$ cat src/design/tequ_pkg.sv
package tequ_pkg;

   localparam int QueueDepthDefault = 32;
   localparam int TypeCountDefault  = 32;

   localparam logic [1:0] FUNC_SCHEDULE   = 2'd0;
   localparam logic [1:0] FUNC_UNSCHEDULE = 2'd1;
   localparam logic [1:0] FUNC_ADVANCE    = 2'd2;

   localparam logic [1:0] KIND_FIRED       = 2'd0;
   localparam logic [1:0] KIND_SCHED_DONE  = 2'd1;
   localparam logic [1:0] KIND_UNSCHED_DONE = 2'd2;
   localparam logic [1:0] KIND_ADV_DONE    = 2'd3;

   localparam logic [30:0] LATE_MAX = 31'h7FFF_FFFF;

   typedef struct packed {
      logic       load;
      logic       ins;
      logic       find;
      logic       rem;
      logic       pop;
      logic       emit;
      logic [1:0] emit_kind;
   } cmd_type;

   typedef struct packed {
      logic full;
      logic due;
      logic handler0;
   } status_type;

endpackage

$ cat src/design/tequ_ctrl.sv
module tequ_ctrl
   import tequ_pkg::*;
(
   input  logic       clock,
   input  logic       reset,
   input  logic       req_valid,
   input  logic [1:0] req_func,
   output logic       req_stall,
   input  logic       rsp_stall,
   output logic       rsp_valid,
   input  status_type sts,
   output cmd_type    cmd
);

   typedef enum logic [2:0] {
      ST_IDLE,
      ST_SCHED,
      ST_FIND,
      ST_REMOVE,
      ST_ADV
   } state_type;

   state_type state_ff, state_in;
   logic      rsp_valid_ff, rsp_valid_in;
   logic      out_free;

   assign out_free  = !rsp_valid_ff || !rsp_stall;
   assign req_stall = (state_ff != ST_IDLE);
   assign rsp_valid = rsp_valid_ff;

   always_comb begin
      cmd          = '0;
      state_in     = state_ff;
      rsp_valid_in = rsp_valid_ff && rsp_stall;
      case (state_ff)
         ST_IDLE: begin
            if (req_valid) begin
               cmd.load = 1'b1;
               case (req_func)
                  FUNC_SCHEDULE:   state_in = ST_SCHED;
                  FUNC_UNSCHEDULE: state_in = ST_FIND;
                  FUNC_ADVANCE:    state_in = ST_ADV;
                  default:         state_in = ST_IDLE;
               endcase
            end
         end
         ST_SCHED: begin
            if (out_free) begin
               cmd.ins       = !sts.full;
               cmd.emit      = 1'b1;
               cmd.emit_kind = KIND_SCHED_DONE;
               rsp_valid_in  = 1'b1;
               state_in      = ST_IDLE;
            end
         end
         ST_FIND: begin
            cmd.find = 1'b1;
            state_in = ST_REMOVE;
         end
         ST_REMOVE: begin
            if (out_free) begin
               cmd.rem       = 1'b1;
               cmd.emit      = 1'b1;
               cmd.emit_kind = KIND_UNSCHED_DONE;
               rsp_valid_in  = 1'b1;
               state_in      = ST_IDLE;
            end
         end
         ST_ADV: begin
            if (sts.due) begin
               // silent pop for types without a handler
               if (!sts.handler0) begin
                  cmd.pop = 1'b1;
               end else if (out_free) begin
                  cmd.pop       = 1'b1;
                  cmd.emit      = 1'b1;
                  cmd.emit_kind = KIND_FIRED;
                  rsp_valid_in  = 1'b1;
               end
            end else if (out_free) begin
               cmd.emit      = 1'b1;
               cmd.emit_kind = KIND_ADV_DONE;
               rsp_valid_in  = 1'b1;
               state_in      = ST_IDLE;
            end
         end
         default: state_in = ST_IDLE;
      endcase
   end

   always_ff @(posedge clock) begin
      if (reset) begin
         state_ff     <= ST_IDLE;
         rsp_valid_ff <= 1'b0;
      end else begin
         state_ff     <= state_in;
         rsp_valid_ff <= rsp_valid_in;
      end
   end

endmodule

$ cat config.mk
export PLATFORM = sky130hd
export DESIGN_NAME = tequ_ctrl
export DESIGN_NICKNAME = d
export VERILOG_FILES = /design/src/design/tequ_pkg.sv /design/src/design/tequ_ctrl.sv
export SDC_FILE = /design/constraint.sdc
export NUM_CORES = 1
export LEC_CHECK = 0
export BUFFER_PORTS_ARGS = -buffer_cell sky130_fd_sc_hd__buf_2
export CAP_MARGIN = 5
export CORE_AREA = 2 2 39 41
export DETAILED_ROUTE_END_ITERATION = 12
export DIE_AREA = 0 0 41 43
export PLACE_DENSITY = 0.57
export SETUP_SLACK_MARGIN = 0.3
export SYNTH_ARGS = -nofsm -noshare
export SYNTH_HDL_FRONTEND = slang
export SYNTH_SLANG_ARGS = --single-unit
export TNS_END_PERCENT = 30
$ cat constraint.sdc
create_clock -name clock -period 1.3 [get_ports clock]
set_input_delay 0.39 -clock clock [delete_from_list [all_inputs] [get_ports clock]]
set_output_delay 0.39 -clock clock [all_outputs]
set_load 0.02 [all_outputs]
==> implementation parameters <==
Parameter                              Value

Floorplan
  Initial Util ... 0.223
  Die boundary height ... 43 microns
  Cell row count ... 14
  Area of the core ... 1380 sq um
  I/O pin cnt ... 19
  Die area ... 1760 sq um
  Die W ... 41 microns

Layout
  Ant diodes ... 0
  Fillers ... roughly 150
  Top library cells by usage in the layout, fill and taps aside ... 14 x sky130_fd_sc_hd__buf_4, 9 x sky130_fd_sc_hd__buf_2, 4 x sky130_fd_sc_hd__nand2_1, 4 x sky130_fd_sc_hd__buf_6
  Layout Nets ... 82
  Final standard cell utilization of the core ... 0.446
  Area growth from synthesis to final layout ... 99.6%
  Cell Count, Final, Fillers Out ... 87
  Share of cells above drive strength 1 ... 0.718
  Most common cell after layout, fill and taps aside ... sky130_fd_sc_hd__buf_4
  Finished layout cell area ... 617 sq um

STA
  Minimum clock period after layout ... between 1500 and 2000 ps
  Finish-stage setup viols ... 9
  Crit path setup slack, layout ... -299 ps
  Post-Route Setup TNS ... -2280 ps
  Headroom to the max-slew limit ... 0.842
  Worst clock skew on the final layout ... 1.28 ps
  Highest achievable clock rate ... 626 MHz
  Max Transition Viols Final ... 0
  Final Cycle Share ... 1.23
  RSZ-0062 raised after global routing ... yes
  Slew at the pin closest to its max-slew limit ... 236 ps
  Final Hold Viols ... 0

Power
  Max rail drop VDD ... 309 uV
  Static leakage power ... about 0.27 nW
  Power density over cell area ... roughly 800 nW/um^2
  Overall power ... 0.000498 W

Global route
  Wire length of the first global-routing pass ... 1590 microns
  GRT Total Usage ... 0.130
  Remaining global-route overflow ... 0
  Antenna violations before repair ... 0
  Largest net degree at the start of global routing ... 8
  Number of global-route vias before repair ... 400

Place
  Area after detailed placement ... 507 sq um
  PortBufs ... 18
  Placed wire-length estimate ... 663 microns
  Final RePlAce weighted congestion ... around 0.80
  Placed cell count ... 83

Synth
  Combined area of all synthesized cells ... a little over 300 sq um
  Synth Register Bits ... 4
  Post-synth cell types ... 22
  Mean Syn Cell Area ... 7.19 sq um
  Count of yosys warnings during synthesis ... 0
  Portion of the post-synthesis area used by sequential elements ... 0.259
  Syn nets ... 52
  Post-Syn Instances ... 43

Detailed routing
  Final antenna-violating net count ... 0
  Count of routing violations after the opening detailed-route iteration ... 3
  Total iterations of the first detailed-routing run ... 2
  Wire per inst ... 10.1 microns
  DRC violation count after routing ... 0
  Vias ... 400
  Average vias per placed instance ... 4.60
  WL final ... 881 microns

Clock tree
  Clock tree from TritonCTS ... built
  Max Root-Sink Buffers ... 2
  Clock Sink Count ... 4
  Cell at the root of the clock tree ... sky130_fd_sc_hd__clkbuf_4
  Number of levels the H-tree was split into ... 1
  Latest clock arrival within the worst-skew pair ... 230 ps
  CTS hold repair buffers ... 0
  Number of buffers created by CTS ... 3
  Worst-path clk slew ... around 40 ps

Setup path
  Critical Path End Type ... primary output
  Crit path kind ... register to primary output
  Delay of the slowest critical-path stage ... 360 ps
  Worst-path cell with the longest stage delay ... sky130_fd_sc_hd__dfxtp_4
  List of cells traversed by the critical path ... and2b_2 -> a31oi_4 -> nor2_2 -> buf_6
  Worst path required time ... 910 ps
  CP Data Arrival Time ... 1210 ps
  Startpoint type of the worst setup path ... register
  Worst-path fanout max ... 6

Job
  Max-cap violations ... 0

Outcome
  Violations in the final reports ... setup timing
  Status ... complete, but fails checks

Min path
  Class of the most critical hold timing path ... primary input to register
[per-layer routing]
layer,GRT usage,routed length [microns],part of all wire
met1,0.155,375,0.43
met3,0.0314,52,0.059
met2,0.206,452,0.51
met4,0.0600,0,0
met5,0,0,0
[where the power goes]
| group | switching (W) | internal, W | total (W) |
|---|---|---|---|
| logic | 0.000104 | 0.000102 | 0.000206 |
| registers | 0.0000109 | 0.000131 | 0.000142 |
| clock network | 0.0000478 | 0.000103 | 0.000151 |
[area by class of cell]
type,count,area (sq um),area share
Multi-Input combinational cell,34,279,0.452
Inverter,3,11.3,0.0183
Sequential cell,4,88.8,0.144
Tap cell,16,20.0,0.0325
Clock buffer,3,22.5,0.0365
Timing Repair Buffer,27,195,0.316
[through the flow]
| step | setup slack [ps] | hold WS, ps |
|---|---|---|
| after CTS | -294 | 353 |
| final | -299 | 360 |
| after floorplan | -64.2 | 459 |
| after global routing | -355 | 347 |
| after global placement | -169 | 605 |
| after detailed placement | -182 | 606 |
[what timing repair did]
item                                    4_1_cts  5_1_grt
hold endpoints to repair                      0        0
pin swaps                                     3        2
setup buffers                                 1        0
cloned                                        0        0
resized for setup                            23        3
endpoints found under the setup margin       14       14
[logic make-up after synthesis]
family | count (synthesis) | synth area share
AND/OR/NAND/NOR | 23 | 0.397
AO/OA/AOI/OAI | 11 | 0.235
flip-flops | 4 | 0.259
buffers and inverters | 5 | 0.109
[worst max-delay path, delay by kind of cell (launching register included)]
family | cells | cell delay, ps
flip-flops | 1 | 360
AND/OR/NAND/NOR | 2 | 310
AO/OA/AOI/OAI | 1 | 180
buffers and inverters | 1 | 120
[sequential cells by signal, indices dropped and copies added, names as in the netlist]
| name | count |
|---|---|
| rsp_valid | 1 |
| state_ff | 3 |
[final timing paths]
| path | from | end | slack [ps] | cells past startpoint |
|---|---|---|---|---|
| setup / recovery | state_ff[2] | cmd[2] | -300 | 4 |
| hold / removal | reset | state_ff[2] | 360 | 2 |
| setup reg to reg | state_ff[1] | state_ff[2] | 180 | 3 |
| hold reg to reg | state_ff[0] | state_ff[0] | 590 | 2 |
[cells in the mapped netlist (all sizes together)]
| cell type | count | share of area |
|---|---|---|
| nor2 | 6 | 0.073 |
| and3 | 1 | 0.020 |
| nand3b | 1 | 0.024 |
| nand2 | 5 | 0.061 |
| buf | 2 | 0.073 |
| or3 | 1 | 0.020 |
| nor3 | 2 | 0.032 |
| dfxtp | 4 | 0.26 |
| and2b | 1 | 0.024 |
| nand2b | 1 | 0.020 |
| nor2b | 2 | 0.049 |
| and2 | 1 | 0.020 |
| a211oi | 2 | 0.049 |
| or2 | 1 | 0.028 |
| inv | 3 | 0.036 |
| o21ai | 2 | 0.032 |
| nor3b | 1 | 0.024 |
| a31oi | 2 | 0.040 |
| a2111oi | 1 | 0.049 |
| a21oi | 4 | 0.065 |
Power figures use the tool's default switching activity.
